File: src/rtl/tank_level_reporter_assert.svh
// Assertion macros shared by the tank level reporter RTL.
`ifndef TANK_LEVEL_REPORTER_ASSERT_SVH
`define TANK_LEVEL_REPORTER_ASSERT_SVH

`ifndef SYNTHESIS

// Check on every clock edge outside reset; expects clk and rst_n in scope.
`define TLR_ASSERT(lbl, prop, msg) \
    lbl: assert property (@(posedge clk) disable iff (!rst_n) (prop)) \
        else $error(msg);

// Check on every clock edge, reset included; expects clk in scope.
`define TLR_ASSERT_ALWAYS(lbl, prop, msg) \
    lbl: assert property (@(posedge clk) (prop)) \
        else $error(msg);

`else

`define TLR_ASSERT(lbl, prop, msg)
`define TLR_ASSERT_ALWAYS(lbl, prop, msg)

`endif

`endif

File: src/rtl/tlr_pkg.sv
// Types, constants and fill tables of the tank level reporter.
`default_nettype none

package tlr_pkg;

    // Field widths
    localparam int ECHO_W    = 16;
    localparam int ALPHA_W   = 16;
    localparam int RADIUS_W  = 8;
    localparam int THR_W     = 7;
    localparam int WL_W      = 5;
    localparam int DIST_W    = 27;
    localparam int SUM_W     = 31;
    localparam int CNT_W     = 4;
    localparam int PCT_W     = 15;
    localparam int REP_W     = 7;
    localparam int MEAN_W    = 11;
    localparam int ENTRY_W   = 11;
    localparam int CFG_IDX_W = 3;
    localparam int CFG_DAT_W = 16;

    // Window sum above the Q.16 point, the only part the mean needs
    localparam int SUM_HI_W       = SUM_W - 16;
    localparam int DIV_RADIX_BITS = 5;
    localparam int DIV_CYCLES     = SUM_HI_W / DIV_RADIX_BITS;
    localparam int DIV_STEP_W     = $clog2(DIV_CYCLES);

    // Level table
    localparam int TABLE_DEPTH = 100;
    localparam int ROM_SIZE    = 100;
    localparam int IDX_W       = RADIUS_W;
    localparam int ROM_SPAN    = 2 ** IDX_W;
    localparam int DIFF_W      = RADIUS_W + 4;

    // Arithmetic constants
    localparam logic [10:0] DIST_SCALE  = 11'd1124;
    localparam int          FULL_ENTRY  = 1414;
    localparam int          PCT_SCALE   = 25600;
    localparam logic [16:0] GAIN_ONE    = 17'd65536;
    localparam logic [15:0] ROUND_HALF  = 16'd32768;
    localparam logic [WL_W-1:0] WL_MAX  = 5'd16;
    localparam logic [WL_W-1:0] WL_MIN  = 5'd1;

    // Queue between front and back
    localparam int QUEUE_DEPTH = 2;

    // Configuration register indexes
    typedef enum logic [CFG_IDX_W-1:0] {
        CFG_ALPHA       = 3'd0,
        CFG_TANK_RADIUS = 3'd1,
        CFG_THRESHOLD   = 3'd2,
        CFG_WINDOW      = 3'd3
    } cfg_idx_t;

    // Register reset values
    localparam logic [ALPHA_W-1:0]  ALPHA_RST  = 16'd3277;
    localparam logic [RADIUS_W-1:0] RADIUS_RST = 8'd100;
    localparam logic [THR_W-1:0]    THR_RST    = 7'd2;
    localparam logic [WL_W-1:0]     WL_RST     = 5'd10;

    typedef struct packed {
        logic [ECHO_W-1:0] echo_time_us;
        logic              link_ready;
    } in_item_t;

    typedef struct packed {
        logic              send_report;
        logic [REP_W-1:0]  report_percent;
        logic              out_of_range;
        logic [PCT_W-1:0]  fill_percent_q8;
        logic [MEAN_W-1:0] mean_distance_cm;
    } out_item_t;

    // One finished window, handed from front to back
    typedef struct packed {
        logic [SUM_HI_W-1:0] sum_hi;
        logic [WL_W-1:0]     wl;
        logic                link;
    } win_t;

    localparam logic [ENTRY_W-1:0] LEVEL_TABLE [ROM_SIZE] = '{
        11'd2, 11'd7, 11'd12, 11'd19, 11'd26, 11'd35, 11'd44, 11'd53, 11'd63, 11'd74,
        11'd85, 11'd96, 11'd108, 11'd120, 11'd133, 11'd146, 11'd159, 11'd173, 11'd187,
        11'd201, 11'd216, 11'd231, 11'd246, 11'd261, 11'd276, 11'd292, 11'd308,
        11'd324, 11'd340, 11'd357, 11'd373, 11'd390, 11'd407, 11'd424, 11'd441,
        11'd458, 11'd476, 11'd493, 11'd510, 11'd528, 11'd546, 11'd563, 11'd581,
        11'd599, 11'd617, 11'd635, 11'd653, 11'd671, 11'd689, 11'd707, 11'd725,
        11'd743, 11'd761, 11'd779, 11'd797, 11'd815, 11'd832, 11'd850, 11'd868,
        11'd886, 11'd903, 11'd921, 11'd938, 11'd956, 11'd973, 11'd990, 11'd1007,
        11'd1024, 11'd1040, 11'd1057, 11'd1073, 11'd1090, 11'd1106, 11'd1122,
        11'd1137, 11'd1153, 11'd1168, 11'd1183, 11'd1198, 11'd1212, 11'd1227,
        11'd1241, 11'd1254, 11'd1268, 11'd1281, 11'd1293, 11'd1306, 11'd1318,
        11'd1329, 11'd1340, 11'd1351, 11'd1361, 11'd1370, 11'd1379, 11'd1387,
        11'd1395, 11'd1401, 11'd1407, 11'd1411, 11'd1414
    };

    typedef logic [PCT_W-1:0] pct_rom_t [ROM_SPAN];

    // Fill percent in Q7.8 for every index, rounded half up; zero past the table
    function automatic pct_rom_t build_pct_rom();
        pct_rom_t rom;
        int unsigned num;
        for (int i = 0; i < ROM_SPAN; i++) begin
            rom[i] = '0;
            if (i < ROM_SIZE) begin
                num    = int'(LEVEL_TABLE[i]) * PCT_SCALE + FULL_ENTRY / 2;
                rom[i] = PCT_W'(num / FULL_ENTRY);
            end
        end
        return rom;
    endfunction

    localparam pct_rom_t PCT_ROM = build_pct_rom();

endpackage

`default_nettype wire

File: src/rtl/tank_level_reporter.sv
// Top level of the tank level reporter: registers, front, queue and back.
//
//  Channel  | Handshake            | Beat payload
//  ---------+----------------------+--------------------------------------------
//  sample   | push / full          | echo_time_us, link_ready
//  result   | pop / empty          | send_report, report_percent, out_of_range,
//           |                      | fill_percent_q8, mean_distance_cm
//  config   | cfg_valid/cfg_ready  | cfg_index, cfg_data
//
// Each sample beat passes through the front in order: echo-to-distance multiply,
// the two filter multiplies, the rounding add and the window sum update.
// A closing window then passes through the back: queue pop, a restoring divide at
// 5 quotient bits per step, table lookup and report decision.
// A 2-entry window queue lets the front keep taking samples while the back
// waits on a result that has not been popped yet.
// Reset clears the control state at once; there is no clearing pass. cfg_ready is always high.
`default_nettype none

module tank_level_reporter (
    input  wire logic                           clk,
    input  wire logic                           rst_n,
    input  wire logic                           push,
    output logic                                full,
    input  tlr_pkg::in_item_t                   sample,
    output logic                                empty,
    input  wire logic                           pop,
    output tlr_pkg::out_item_t                  result,
    input  wire logic                           cfg_valid,
    output logic                                cfg_ready,
    input  wire logic [tlr_pkg::CFG_IDX_W-1:0]  cfg_index,
    input  wire logic [tlr_pkg::CFG_DAT_W-1:0]  cfg_data
);

    logic [tlr_pkg::ALPHA_W-1:0]  alpha_reg;
    logic [tlr_pkg::RADIUS_W-1:0] radius_reg;
    logic [tlr_pkg::THR_W-1:0]    thr_reg;
    logic [tlr_pkg::WL_W-1:0]     wl_reg;
    logic [tlr_pkg::WL_W-1:0]     wl_eff;

    logic           q_wr, q_full, q_rd, q_empty;
    tlr_pkg::win_t  q_wr_data, q_rd_data;

    // Config channel never stalls
    assign cfg_ready = 1'b1;

    // Clamp window length: zero acts as one, anything past sixteen as sixteen
    assign wl_eff = (wl_reg == '0)            ? tlr_pkg::WL_MIN :
                    (wl_reg > tlr_pkg::WL_MAX) ? tlr_pkg::WL_MAX : wl_reg;

    always_ff @(posedge clk or negedge rst_n)
    begin
        if (!rst_n)
        begin
            alpha_reg  <= tlr_pkg::ALPHA_RST;
            radius_reg <= tlr_pkg::RADIUS_RST;
            thr_reg    <= tlr_pkg::THR_RST;
            wl_reg     <= tlr_pkg::WL_RST;
        end
        else if (cfg_valid && cfg_ready)
        begin
            unique case (cfg_index)
                tlr_pkg::CFG_ALPHA:       alpha_reg  <= cfg_data[tlr_pkg::ALPHA_W-1:0];
                tlr_pkg::CFG_TANK_RADIUS: radius_reg <= cfg_data[tlr_pkg::RADIUS_W-1:0];
                tlr_pkg::CFG_THRESHOLD:   thr_reg    <= cfg_data[tlr_pkg::THR_W-1:0];
                tlr_pkg::CFG_WINDOW:      wl_reg     <= cfg_data[tlr_pkg::WL_W-1:0];
                default:
                begin
                    // drop writes to unmapped indexes
                end
            endcase
        end
    end

    // Front: take sample beats, filter, accumulate, hand off closed windows
    tlr_front u_front (
        .clk    (clk),
        .rst_n  (rst_n),
        .push   (push),
        .full   (full),
        .sample (sample),
        .alpha  (alpha_reg),
        .wl     (wl_eff),
        .q_wr   (q_wr),
        .q_data (q_wr_data),
        .q_full (q_full)
    );

    // Queue: decouple window production from report generation
    tlr_queue u_queue (
        .clk     (clk),
        .rst_n   (rst_n),
        .wr_en   (q_wr),
        .wr_data (q_wr_data),
        .full    (q_full),
        .rd_en   (q_rd),
        .rd_data (q_rd_data),
        .empty   (q_empty)
    );

    // Back: average, look up fill percent, decide and hold the result beat
    tlr_back u_back (
        .clk              (clk),
        .rst_n            (rst_n),
        .q_empty          (q_empty),
        .q_data           (q_rd_data),
        .q_rd             (q_rd),
        .tank_radius      (radius_reg),
        .change_threshold (thr_reg),
        .empty            (empty),
        .pop              (pop),
        .result           (result)
    );

endmodule

`default_nettype wire

File: src/rtl/tlr_queue.sv
// Short window queue between the front and back sections.
`default_nettype none

`include "tank_level_reporter_assert.svh"

module tlr_queue (
    input  wire logic          clk,
    input  wire logic          rst_n,
    input  wire logic          wr_en,
    input  tlr_pkg::win_t      wr_data,
    output logic               full,
    input  wire logic          rd_en,
    output tlr_pkg::win_t      rd_data,
    output logic               empty
);

    localparam int PTR_W = (tlr_pkg::QUEUE_DEPTH > 1) ? $clog2(tlr_pkg::QUEUE_DEPTH) : 1;
    localparam int CNT_W = $clog2(tlr_pkg::QUEUE_DEPTH + 1);
    localparam logic [CNT_W-1:0] DEPTH_C = CNT_W'(tlr_pkg::QUEUE_DEPTH);
    localparam logic [PTR_W-1:0] LAST_C  = PTR_W'(tlr_pkg::QUEUE_DEPTH - 1);

    tlr_pkg::win_t    slot_reg [tlr_pkg::QUEUE_DEPTH];
    logic [PTR_W-1:0] wr_ptr_reg, wr_ptr_next;
    logic [PTR_W-1:0] rd_ptr_reg, rd_ptr_next;
    logic [CNT_W-1:0] count_reg, count_next;
    logic             do_wr, do_rd;

    assign full    = (count_reg == DEPTH_C);
    assign empty   = (count_reg == '0);
    assign rd_data = slot_reg[rd_ptr_reg];
    assign do_wr   = wr_en && !full;
    assign do_rd   = rd_en && !empty;

    always_comb
    begin
        wr_ptr_next = wr_ptr_reg;
        rd_ptr_next = rd_ptr_reg;
        count_next  = count_reg;
        if (do_wr)
        begin
            wr_ptr_next = (wr_ptr_reg == LAST_C) ? '0 : PTR_W'(wr_ptr_reg + 1'b1);
        end
        if (do_rd)
        begin
            rd_ptr_next = (rd_ptr_reg == LAST_C) ? '0 : PTR_W'(rd_ptr_reg + 1'b1);
        end
        if (do_wr && !do_rd)
        begin
            count_next = CNT_W'(count_reg + 1'b1);
        end
        else if (do_rd && !do_wr)
        begin
            count_next = CNT_W'(count_reg - 1'b1);
        end
    end

    always_ff @(posedge clk or negedge rst_n)
    begin
        if (!rst_n)
        begin
            wr_ptr_reg <= '0;
            rd_ptr_reg <= '0;
            count_reg  <= '0;
        end
        else
        begin
            wr_ptr_reg <= wr_ptr_next;
            rd_ptr_reg <= rd_ptr_next;
            count_reg  <= count_next;
        end
    end

    always_ff @(posedge clk)
    begin
        if (do_wr)
        begin
            slot_reg[wr_ptr_reg] <= wr_data;
        end
    end

    `TLR_ASSERT(a_queue_count_bound, count_reg <= DEPTH_C, "queue count above depth")

endmodule

`default_nettype wire

File: src/rtl/tlr_front.sv
// Front section: distance conversion, low-pass filter and window summation.
`default_nettype none

`include "tank_level_reporter_assert.svh"

module tlr_front (
    input  wire logic                         clk,
    input  wire logic                         rst_n,
    input  wire logic                         push,
    output logic                              full,
    input  tlr_pkg::in_item_t                 sample,
    input  wire logic [tlr_pkg::ALPHA_W-1:0]  alpha,
    input  wire logic [tlr_pkg::WL_W-1:0]     wl,
    output logic                              q_wr,
    output tlr_pkg::win_t                     q_data,
    input  wire logic                         q_full
);

    localparam int GAIN_W = tlr_pkg::ALPHA_W + 1;
    localparam int PROD_W = GAIN_W + tlr_pkg::DIST_W;
    localparam int ACC_W  = PROD_W + 1;

    typedef enum logic [4:0] {
        F_IDLE = 5'b00001,
        F_MUL1 = 5'b00010,
        F_MUL2 = 5'b00100,
        F_ACC  = 5'b01000,
        F_SUM  = 5'b10000
    } fstate_t;

    fstate_t                           state_reg, state_next;
    logic [tlr_pkg::ECHO_W-1:0]        echo_reg;
    logic                              link_reg;
    logic [tlr_pkg::DIST_W-1:0]        dist_reg;
    logic [PROD_W-1:0]                 p_new_reg, p_old_reg;
    logic [tlr_pkg::DIST_W-1:0]        filt_reg, filt_next;
    logic [tlr_pkg::SUM_W-1:0]         sum_reg, sum_next, sum_add;
    logic [tlr_pkg::CNT_W-1:0]         cnt_reg, cnt_next;
    logic [tlr_pkg::CNT_W:0]           cnt_inc;
    logic [GAIN_W-1:0]                 gain_new, gain_old;
    logic [ACC_W-1:0]                  acc;
    logic                              win_end;

    assign full     = (state_reg != F_IDLE);
    assign gain_new = {1'b0, alpha};
    assign gain_old = tlr_pkg::GAIN_ONE - gain_new;
    assign acc      = ACC_W'(p_new_reg) + ACC_W'(p_old_reg) + ACC_W'(tlr_pkg::ROUND_HALF);
    assign sum_add  = tlr_pkg::SUM_W'(sum_reg + tlr_pkg::SUM_W'(filt_reg));
    assign cnt_inc  = {1'b0, cnt_reg} + 1'b1;
    assign win_end  = (cnt_inc >= wl);
    assign q_data   = '{sum_hi: sum_add[tlr_pkg::SUM_W-1:16], wl: wl, link: link_reg};
    assign q_wr     = (state_reg == F_SUM) && win_end && !q_full;

    always_comb
    begin
        state_next = state_reg;
        filt_next  = filt_reg;
        sum_next   = sum_reg;
        cnt_next   = cnt_reg;
        unique case (state_reg)
            F_IDLE:
            begin
                if (push)
                begin
                    state_next = F_MUL1;
                end
            end
            F_MUL1:
            begin
                state_next = F_MUL2;
            end
            F_MUL2:
            begin
                state_next = F_ACC;
            end
            F_ACC:
            begin
                filt_next  = acc[16 +: tlr_pkg::DIST_W];
                state_next = F_SUM;
            end
            F_SUM:
            begin
                // hold a finished window until the queue takes it; a partial window goes back to idle
                if (!win_end)
                begin
                    sum_next   = sum_add;
                    cnt_next   = cnt_inc[tlr_pkg::CNT_W-1:0];
                    state_next = F_IDLE;
                end
                else if (!q_full)
                begin
                    sum_next   = '0;
                    cnt_next   = '0;
                    state_next = F_IDLE;
                end
            end
            default:
            begin
                state_next = F_IDLE;
            end
        endcase
    end

    always_ff @(posedge clk or negedge rst_n)
    begin
        if (!rst_n)
        begin
            state_reg <= F_IDLE;
            filt_reg  <= '0;
            sum_reg   <= '0;
            cnt_reg   <= '0;
        end
        else
        begin
            state_reg <= state_next;
            filt_reg  <= filt_next;
            sum_reg   <= sum_next;
            cnt_reg   <= cnt_next;
        end
    end

    always_ff @(posedge clk)
    begin
        if (state_reg == F_IDLE && push)
        begin
            echo_reg <= sample.echo_time_us;
            link_reg <= sample.link_ready;
        end
        if (state_reg == F_MUL1)
        begin
            dist_reg <= tlr_pkg::DIST_W'(echo_reg * tlr_pkg::DIST_SCALE);
        end
        if (state_reg == F_MUL2)
        begin
            p_new_reg <= PROD_W'(gain_new * dist_reg);
            p_old_reg <= PROD_W'(gain_old * filt_reg);
        end
    end

    `TLR_ASSERT(a_front_sum_done, state_reg == F_SUM && !win_end |=> state_reg == F_IDLE, "front held a partial window")

endmodule

`default_nettype wire

File: src/rtl/tlr_back.sv
// Back section: window mean, fill lookup and report decision.
`default_nettype none

`include "tank_level_reporter_assert.svh"

module tlr_back (
    input  wire logic                          clk,
    input  wire logic                          rst_n,
    input  wire logic                          q_empty,
    input  tlr_pkg::win_t                      q_data,
    output logic                               q_rd,
    input  wire logic [tlr_pkg::RADIUS_W-1:0]  tank_radius,
    input  wire logic [tlr_pkg::THR_W-1:0]     change_threshold,
    output logic                               empty,
    input  wire logic                          pop,
    output tlr_pkg::out_item_t                 result
);

    localparam int SW = tlr_pkg::SUM_HI_W;
    localparam int RW = tlr_pkg::WL_W;
    localparam logic [tlr_pkg::DIV_STEP_W-1:0] LAST_STEP =
        tlr_pkg::DIV_STEP_W'(tlr_pkg::DIV_CYCLES - 1);
    localparam logic [tlr_pkg::DIFF_W-1:0] DEPTH_C = tlr_pkg::DIFF_W'(tlr_pkg::TABLE_DEPTH);
    localparam logic [tlr_pkg::PCT_W-1:0]  PCT_FULL = tlr_pkg::PCT_W'(tlr_pkg::PCT_SCALE);
    localparam logic [tlr_pkg::REP_W-1:0]  REP_OOR  = 7'd1;

    typedef enum logic [3:0] {
        B_IDLE   = 4'b0001,
        B_DIV    = 4'b0010,
        B_LOOK   = 4'b0100,
        B_DECIDE = 4'b1000
    } bstate_t;

    bstate_t                           state_reg, state_next;
    logic [tlr_pkg::DIV_STEP_W-1:0]    step_reg;
    logic [SW-1:0]                     quo_reg, quo_div;
    logic [RW-1:0]                     rem_reg, rem_div;
    logic [RW-1:0]                     wl_reg;
    logic                              link_reg;
    logic [tlr_pkg::MEAN_W-1:0]        mean_reg;
    logic [tlr_pkg::PCT_W-1:0]         pct_reg;
    logic                              in_table_reg;
    logic [tlr_pkg::PCT_W-1:0]         last_pct_reg, last_pct_next;
    logic                              reported_reg, reported_next;
    logic                              out_valid_reg, out_valid_next;
    tlr_pkg::out_item_t                out_reg, out_next;

    logic [SW-1:0]                     q_w;
    logic [RW-1:0]                     r_w;
    logic [RW:0]                       t_w;
    logic [tlr_pkg::MEAN_W-1:0]        mean_w;
    logic [tlr_pkg::DIFF_W-1:0]        idx_w;
    logic                              in_table_w;
    logic                              oor_w;
    logic [tlr_pkg::PCT_W-1:0]         diff_w;
    logic [tlr_pkg::PCT_W-1:0]         thr_w;
    logic                              change_w;
    logic                              slot_free;

    assign empty     = !out_valid_reg;
    assign result    = out_reg;
    assign q_rd      = (state_reg == B_IDLE) && !q_empty;
    assign slot_free = !out_valid_reg || pop;

    // Restoring divide of the window sum by the window length, DIV_RADIX_BITS quotient bits a cycle
    always_comb
    begin
        r_w = rem_reg;
        q_w = quo_reg;
        t_w = '0;
        for (int i = 0; i < tlr_pkg::DIV_RADIX_BITS; i++)
        begin
            t_w = {r_w, q_w[SW-1]};
            q_w = {q_w[SW-2:0], 1'b0};
            if (t_w >= {1'b0, wl_reg})
            begin
                r_w    = RW'(t_w - {1'b0, wl_reg});
                q_w[0] = 1'b1;
            end
            else
            begin
                r_w = t_w[RW-1:0];
            end
        end
        rem_div = r_w;
        quo_div = q_w;
    end

    assign mean_w     = quo_reg[tlr_pkg::MEAN_W-1:0];
    assign idx_w      = tlr_pkg::DIFF_W'(tank_radius) - tlr_pkg::DIFF_W'(mean_w);
    assign in_table_w = !idx_w[tlr_pkg::DIFF_W-1] && (idx_w < DEPTH_C);

    assign oor_w    = !in_table_reg || (pct_reg == '0) || (pct_reg >= PCT_FULL);
    assign diff_w   = (pct_reg > last_pct_reg) ? tlr_pkg::PCT_W'(pct_reg - last_pct_reg)
                                               : tlr_pkg::PCT_W'(last_pct_reg - pct_reg);
    assign thr_w    = {change_threshold, 8'd0};
    assign change_w = (diff_w > thr_w) || !reported_reg;

    always_comb
    begin
        state_next     = state_reg;
        last_pct_next  = last_pct_reg;
        reported_next  = reported_reg;
        out_valid_next = out_valid_reg && !pop;
        out_next       = out_reg;
        unique case (state_reg)
            B_IDLE:
            begin
                if (!q_empty)
                begin
                    state_next = B_DIV;
                end
            end
            B_DIV:
            begin
                if (step_reg == LAST_STEP)
                begin
                    state_next = B_LOOK;
                end
            end
            B_LOOK:
            begin
                state_next = B_DECIDE;
            end
            B_DECIDE:
            begin
                // hold the decision until the output slot frees up
                if (slot_free)
                begin
                    out_valid_next            = 1'b1;
                    out_next.out_of_range     = oor_w;
                    out_next.fill_percent_q8  = pct_reg;
                    out_next.mean_distance_cm = mean_reg;
                    out_next.send_report      = 1'b0;
                    out_next.report_percent   = '0;
                    if (oor_w)
                    begin
                        out_next.send_report    = 1'b1;
                        out_next.report_percent = REP_OOR;
                        reported_next           = 1'b0;
                    end
                    else if (change_w)
                    begin
                        out_next.send_report    = 1'b1;
                        out_next.report_percent = pct_reg[tlr_pkg::PCT_W-1:8];
                        reported_next           = link_reg;
                        last_pct_next           = pct_reg;
                    end
                    state_next = B_IDLE;
                end
            end
            default:
            begin
                state_next = B_IDLE;
            end
        endcase
    end

    always_ff @(posedge clk or negedge rst_n)
    begin
        if (!rst_n)
        begin
            state_reg     <= B_IDLE;
            step_reg      <= '0;
            last_pct_reg  <= '0;
            reported_reg  <= 1'b0;
            out_valid_reg <= 1'b0;
        end
        else
        begin
            state_reg     <= state_next;
            last_pct_reg  <= last_pct_next;
            reported_reg  <= reported_next;
            out_valid_reg <= out_valid_next;
            if (state_reg == B_DIV)
            begin
                step_reg <= (step_reg == LAST_STEP) ? '0
                                                    : tlr_pkg::DIV_STEP_W'(step_reg + 1'b1);
            end
        end
    end

    always_ff @(posedge clk)
    begin
        out_reg <= out_next;
        if (q_rd)
        begin
            quo_reg  <= q_data.sum_hi;
            rem_reg  <= '0;
            wl_reg   <= q_data.wl;
            link_reg <= q_data.link;
        end
        else if (state_reg == B_DIV)
        begin
            quo_reg <= quo_div;
            rem_reg <= rem_div;
        end
        if (state_reg == B_LOOK)
        begin
            mean_reg     <= mean_w;
            in_table_reg <= in_table_w;
            pct_reg      <= in_table_w ? tlr_pkg::PCT_ROM[idx_w[tlr_pkg::IDX_W-1:0]] : '0;
        end
    end

    `TLR_ASSERT(a_back_step_bound, state_reg == B_DIV |-> step_reg <= LAST_STEP, "divide step past last")
    `TLR_ASSERT(a_back_reported_pct, reported_reg |-> last_pct_reg != '0, "reported flag with zero percent")

endmodule

`default_nettype wire
File: config.mk
export PLATFORM = sky130hd
export DESIGN_NAME = tank_level_reporter
export DESIGN_NICKNAME = d
export VERILOG_FILES = /design/src/rtl/tlr_pkg.sv /design/src/rtl/tank_level_reporter.sv /design/src/rtl/tlr_queue.sv /design/src/rtl/tlr_front.sv /design/src/rtl/tlr_back.sv
export VERILOG_INCLUDE_DIRS = /design/src /design/src/rtl
export SDC_FILE = /design/constraint.sdc
export NUM_CORES = 2
export LEC_CHECK = 0
export BUFFER_PORTS_ARGS = -buffer_cell sky130_fd_sc_hd__buf_2
export CORE_AREA = 2 2 240 479
export DETAILED_ROUTE_END_ITERATION = 16
export DIE_AREA = 0 0 242 481
export GPL_TIMING_DRIVEN = 0
export SLEW_MARGIN = 40
export SYNTH_ARGS = -nofsm -noshare
export SYNTH_HDL_FRONTEND = slang
export SYNTH_SLANG_ARGS = --single-unit
File: constraint.sdc
create_clock -name clk -period 9.61 [get_ports clk]
set_input_delay 0.4805 -clock clk [delete_from_list [all_inputs] [get_ports clk]]
set_output_delay 0.4805 -clock clk [all_outputs]
set_load 0.05 [all_outputs]
Word level (Yosys, flattened, before mapping)
Memory sizes are Yosys's and may differ from the RTL's. A register that Yosys moved wholly into a read port is not among the register bits.
Index checks and enable logic that the tools add are counted.
{ "totals": {"register_bits": 329, "latchBits": 0, "mem_bits_rw": 42, "rom_bits": 3840, "out_inout_bits": 38, "wordCells": 172, "n_memories": 2} }
{ "mem_list": {"columns": ["name", "depth", "word_bits", "read_ports", "rd_ports_with_merged_regs", "wr", "line_no", "source"], "rows": [
  ["(name not given)", 256, 15, 1, 1, 0, "tlr_back.sv:202", "pct_reg <= in_table_w ? tlr_pkg::PCT_ROM[idx_w[tlr_pkg::IDX_W-1:0]] : '0;"],
  ["u_queue.slot_reg", 2, 21, 1, 0, 1, "tlr_queue.sv:22", "tlr_pkg::win_t slot_reg [tlr_pkg::QUEUE_DEPTH];"]
]} }
{ "classes": {"addsub": 18, "mul": 3, "div_mod_pow": 0, "magnitude_cmp": 11, "eq_ne": 21, "shift": 0, "n_mux": 39, "bitwise": 3, "reduce_logical": 42} }
{ "op_table": {"columns": ["operator", "count"], "rows": [
  ["2-to-1 mux 31 bit", 2],
  ["2-to-1 mux 5 bit", 10],
  ["2-to-1 mux 15 bit", 3],
  ["adder 43 x 16 -> 43 bit, second input constant", 1],
  ["adder 43 bit", 1],
  ["multiplier 17 x 27 -> 43 bit", 1],
  ["multiplier 16 x 25 -> 41 bit", 1],
  ["adder 31 x 27 -> 31 bit", 1],
  [">= comparator 6 x 5 -> 1 bit", 5],
  ["> comparator 15 bit", 2],
  ["subtractor 15 bit", 2],
  ["multiplier 16 x 9 -> 25 bit, second input constant", 1],
  ["case mux 5 bit (5 select lines)", 1],
  ["subtractor 5 bit", 5],
  ["2-to-1 mux 4 bit", 5],
  ["subtractor 17 x 16 -> 17 bit, first input constant", 1],
  ["case mux 4 bit (4 select lines)", 1],
  [">= comparator 15 bit, second input constant", 1],
  ["logical NOT 15 bit", 1],
  ["AND reduction 2 bit", 7],
  ["2-to-1 mux 1 bit", 13],
  ["< comparator 12 x 7 -> 1 bit, second input constant", 1],
  ["subtractor 8 x 11 -> 12 bit", 1],
  ["logical AND 1 bit", 10],
  ["35 further kinds", 60]
]} }

Longest topological paths before layout
{ "depth": {"ltp_word": 12, "mapped_depth": 42, "mapped_depth_nobuf": 41} }

Cells and area by module
A second synthesis with hierarchy kept.
{ "unflattened": {"cells_unflattened": 5542, "hier_area_um2": 52034.9} }
{ "modules_own_cells": {"columns": ["module", "instances", "cells_per_inst", "area_each_um2", "seq_area_each_um2"], "rows": [
  ["tlr_front", 1, 4304, 39475.4, 5401.4],
  ["tlr_back", 1, 1066, 9321.4, 3169.3],
  ["tlr_queue", 1, 84, 1790.5, 1361.3],
  ["tank_level_reporter", 1, 88, 1447.6, 917.1]
]} }

Least setup slack after synthesis
Ideal clock, no wire load.
{ "synth_path": {"path_type": "register -> register", "from": "reg u_back.wl_reg[1]", "to": "reg u_back.quo_reg[0], data pin", "arrival_time_ps": 7654, "setup_slack_ps": 1676, "stages_incl_launch_ff": 39, "path_buffers": 1, "cell_sequence": "edfxtp_1 -> inv_1 -> fa_1 -> a21o_1 -> a22o_1 -> nand2b_1 -> o21ai_0 -> inv_1 -> ha_1 -> a21bo_2 -> a21oi_1 -> o21ai_0 -> or2_0 -> buf_2 -> nand2_1 -> o21ai_0 -> fa_1 -> nor2b_1 -> [3 not listed] -> o2111ai_2 -> mux2i_1 -> ha_1 -> nor2b_1 -> o21ai_0 -> nand2b_1 -> a41o_1 -> a21oi_1 -> o31ai_2 -> mux2i_1 -> fa_1 -> a21o_1 -> a21oi_1 -> nand2_1 -> a21oi_1 -> o211ai_2 -> nor2_1 -> a21oi_1"} }
{ "synth_between": {"elab_chain_cells": 12, "elab_cells_between_ends": 16, "classes_between": "add/sub: 4; order compare: 5; mux: 7"} }
{ "synth_rtl": {"columns": ["item", "line_no", "source"], "rows": [
  ["start, declared", "tlr_back.sv:38", "logic [RW-1:0] wl_reg;"],
  ["start signal, assigned", "tlr_back.sv:190", "wl_reg <= q_data.wl;"],
  ["subtractor 5 bit / >= comparator 6 x 5 -> 1 bit (equally long branches)", "tlr_back.sv:77, tlr_back.sv:75", null],
  ["2-to-1 mux 5 bit", "tlr_back.sv:75", "if (t_w >= {1'b0, wl_reg})"],
  ["subtractor 5 bit / >= comparator 6 x 5 -> 1 bit (equally long branches)", "tlr_back.sv:77, tlr_back.sv:75", null],
  ["2-to-1 mux 5 bit", "tlr_back.sv:75", null],
  ["subtractor 5 bit / >= comparator 6 x 5 -> 1 bit (equally long branches)", "tlr_back.sv:77, tlr_back.sv:75", null],
  ["2-to-1 mux 5 bit", "tlr_back.sv:75", null],
  ["subtractor 5 bit / >= comparator 6 x 5 -> 1 bit (equally long branches)", "tlr_back.sv:77, tlr_back.sv:75", null],
  ["2-to-1 mux 5 bit", "tlr_back.sv:75", null],
  [">= comparator 6 x 5 -> 1 bit *", "tlr_back.sv:75", null],
  ["2-to-1 mux 1 bit *", "tlr_back.sv:75", null],
  ["2-to-1 mux 15 bit *", "tlr_back.sv:193", "else if (state_reg == B_DIV)"],
  ["2-to-1 mux 15 bit *", "tlr_back.sv:186", "if (q_rd)"],
  ["end signal, assigned", "tlr_back.sv:188", "quo_reg <= q_data.sum_hi;"],
  ["end signal, assigned", "tlr_back.sv:195", "quo_reg <= quo_div;"],
  ["end, declared", "tlr_back.sv:36", "logic [SW-1:0] quo_reg, quo_div;"]
]} }
Every way passes the cells marked *; elsewhere a longest branch is shown, timed or not. The select of a mux whose other input is x is not followed.
A chain may end at the register's enable or synchronous reset.

Worst setup path in the final report
{ "layout_path": {"from": "reg alpha_reg[6] (netlist name)", "to": "reg u_front.p_old_reg[42], data pin"} }
{ "layout_between": {"elab_chain_cells": 2} }
{ "layout_rtl": {"columns": ["item", "line_no", "source"], "rows": [
  ["start, declared", "tank_level_reporter.sv:34", "logic [tlr_pkg::ALPHA_W-1:0] alpha_reg;"],
  ["start signal, assigned", "tank_level_reporter.sv:54", "alpha_reg <= tlr_pkg::ALPHA_RST;"],
  ["start signal, assigned", "tank_level_reporter.sv:62", "tlr_pkg::CFG_ALPHA: alpha_reg <= cfg_data[tlr_pkg::ALPHA_W-1:0];"],
  ["subtractor 17 x 16 -> 17 bit", "tlr_front.sv:46", "assign gain_old = tlr_pkg::GAIN_ONE - gain_new;"],
  ["multiplier 17 x 27 -> 43 bit", "tlr_front.sv:136", "p_old_reg <= PROD_W'(gain_old * filt_reg);"],
  ["end signal, assigned", "tlr_front.sv:136", null],
  ["end, declared", "tlr_front.sv:35", "logic [PROD_W-1:0] p_new_reg, p_old_reg;"]
]} }
No other way between the ends.

==> results.toml <==
[synth]
synthArstFlopShare_pct = 33.9
synth_xor_area_share_pct = 3.35
synth_edf_count = 249
synth_nets = 6573
syn_inst = 5319
synth_cell_types = 90
ys_seq_area_share_pct = 21.5
yosys_warnings = 0
yosys.area.top_type_share_pct = 28.7
synth_compound_area_share_pct = 9.84
ys_ff_latch = 384
syn_area_per_cell_um2 = 9.50
yosys-top-cells-area = "fa_1 29%, edfxtp_1 15%, ha_1 12%"
synthMuxAreaShare_pct = 1.84
synth_area_um2 = 50500
synthSimpleGateAreaFrac_pct = 14.2
synthAdderAreaFrac_pct = 40.8
yosys.area.top_type = "fa_1"
synthTopCellsByCount = "886 x inv_1, 796 x nand2_1, 725 x fa_1"
yosysMostFrequentCell = "inv_1"
ys.flop_type = "edfxtp_1"
synth_top_family_by_area = "adder cells"

[placed_design]
portBuffers = 77
routabilityCongestion = 0.976
dpl_worst_slack_ps = -195
hpwl_um = 125000

[clock_network]
cts_max_level = 2
tritoncts = "yes"
clock_tree.buffer_depth = 3
clk_pin_slew_ps = 60
cts.sinks = 384
cts_root_buf = "clkbuf_16"
worstSkewPairLatency_ps = 620
numCtsBuffers = 41

[outcome]
outcome = "completed"

[floorplan]
dieHeight_um = 481
dieArea_um2 = 116000
coreArea_um2 = 113000
io_pins = 79
row_count = 175
initial_utilization_pct = 44.7
fp.dieW_um = 242

[global_routing]
gr-usage-all-layers_pct = 26.7
grt_overflow = 0
grt_pass1_vias = 40700
grt_pass1_wl_um = 238000
grt_max_degree = 62
antenna_found_initial = 4

[sta]
drv_slew = 0
fin_skew_ps = 42.4
fin_crit_ps = 9360
min_period_over_period_pct = 97.4
slew_headroom_pct = 36.8
worst_slack_ps = 246
fmax_ghz = 0.107
hold_viol = 0
finalSetupViolCount = 0
tightest_slew_ps = 948

[routing]
vias = 38600
drc = 0
topRoutingLayerUsed = "met5"
ant_nets = 0
wl_met3_um = 7470
totalWireLength_um = 154000
m1WireLength_um = 58100
wire_per_inst_um = 21.9
first_pass_iters = 8
drtIter0Drc = 2497
wl_met2_um = 77100
via_per_inst = 5.50

[worst_setup_path]
worst_ep_required_time_ps = 9970
cp.arrival_ps = 9720
crit_fanout = 10
crit_type = "register to register"
start_kind = "register"
crit_path_end_kind = "register"

[final_layout]
nets = 6731
drive_gt1_share_pct = 6.08
area_delta_synth_final_pct = 8.82
largest_reg_flops = 42

[run]
cap_viol_max_count = 0

[min_path]
worstHoldPathType = "primary input to register"
[timing repair]
action	4_1_cts	5_1_grt
gates cloned	0	0
gates resized for setup	2	34
buffers inserted	0	8
hold buffers	9	0
setup endpoints to repair	6	15
endpoints found under the hold margin	41	0
[cells in the final DEF, fill, tap and decap left out, types with 53 or more instances in the layout]
cell,netlist,routed
fa_1,725,725
edfxtp_1,249,249
buf_2,10,97
and2_1,285,284
nand2_1,796,796
xor2_1,60,53
nor2_1,148,144
xnor2_1,133,122
ha_1,488,488
inv_1,886,885
nand3_1,83,83
a21oi_1,187,187
a21o_1,92,92
clkbuf_1,210,200
o21ai_0,208,205
dfrtp_1,115,115
[path summary, 6_finish.rpt]
check / startpoint / end / slack, ps / cells after the start
max: alpha_reg[6]$_DFFE_PN1P_ / u_front.p_old_reg[42]$_DFFE_PN_ / 250 / 26
min: sample[8] / u_front.echo_reg[7]$_DFFE_PP_ / 50 / 1
max reg2reg: alpha_reg[6]$_DFFE_PN1P_ / u_front.p_old_reg[42]$_DFFE_PN_ / 250 / 26
min reg2reg: u_back.mean_reg[3]$_DFFE_PP_ / u_back.result[3]$_DFFE_PP_ / 420 / 0
max in group asynchronous: rst_n / alpha_reg[11]$_DFFE_PN1P_ / 8250 / 4
min in group asynchronous: rst_n / u_front.sum_reg[16]$_DFFE_PN0P_ / 370 / 2
[per-layer routing]
| layer | up-vias | track usage (%) |
|---|---|---|
| li1 | 17500 | - |
| met1 | 19400 | 31.2 |
| met2 | 1249 | 47.3 |
| met3 | 409 | 3.08 |
| met4 | 4 | 15.7 |
| met5 | - | 0 |
[final cells by class]
cell class,count,area (um^2)
Buffer,246,968
Sequential cell,384,10800
Tap cell,1504,1880
Fill cell,10800,58000
Timing Repair Buffer,116,803
Clock buffer,50,1080
Antenna cell,4,10.0
Inverter,887,3330
Clock inverter,26,355
Multi-Input combinational cell,3801,35700
[kinds of logic after synthesis]
family / after synthesis
multiplexers: 82
buffers and inverters: 1134
flip-flops: 384
AO/OA/AOI/OAI: 774
adder cells (fa/ha/maj): 1213
other: 1
XOR/XNOR: 193
AND/OR/NAND/NOR: 1538
[metrics by stage]
| stage | hold WS, ps | cell area, um^2 | utilization [%] | cells | TNS (ps) |
|---|---|---|---|---|---|
| floorplan | 185 | 50500 | - | 5319 | 0 |
| global placement | 407 | 52800 | 46.7 | 6900 | -5970 |
| detailed placement | 392 | 53200 | 47.1 | 6922 | -596 |
| CTS | 0.947 | 54800 | 48.5 | 7007 | 0 |
| global route | 22.7 | 55000 | 48.7 | 7015 | -84.2 |
| finish | 47.2 | 55000 | 48.7 | 7018 | 0 |
[critical path, stage by stage, from the launching register on]
cell	delay, ps
dfstp_2	360
clkbuf_2	340
nor4_2	510
nand2_1	260
nor4_2	420
nand2_1	240
xor2_4	530
clkbuf_1	570
nand2_1	160
fa_1	510
fa_1	400
fa_1	570
fa_1	440
fa_1	500
inv_1	50
fa_1	480
ha_1	430
a21o_1	250
a21o_1	190
a311oi_1	300
o21a_1	220
or4b_2	630
nand3_1	140
a31oi_1	150
a21o_1	210
a21oi_1	180
xnor2_1	80
Power is not shown: default switching activity piles up to over one toggle a cycle in this logic, so the estimate is an artifact.
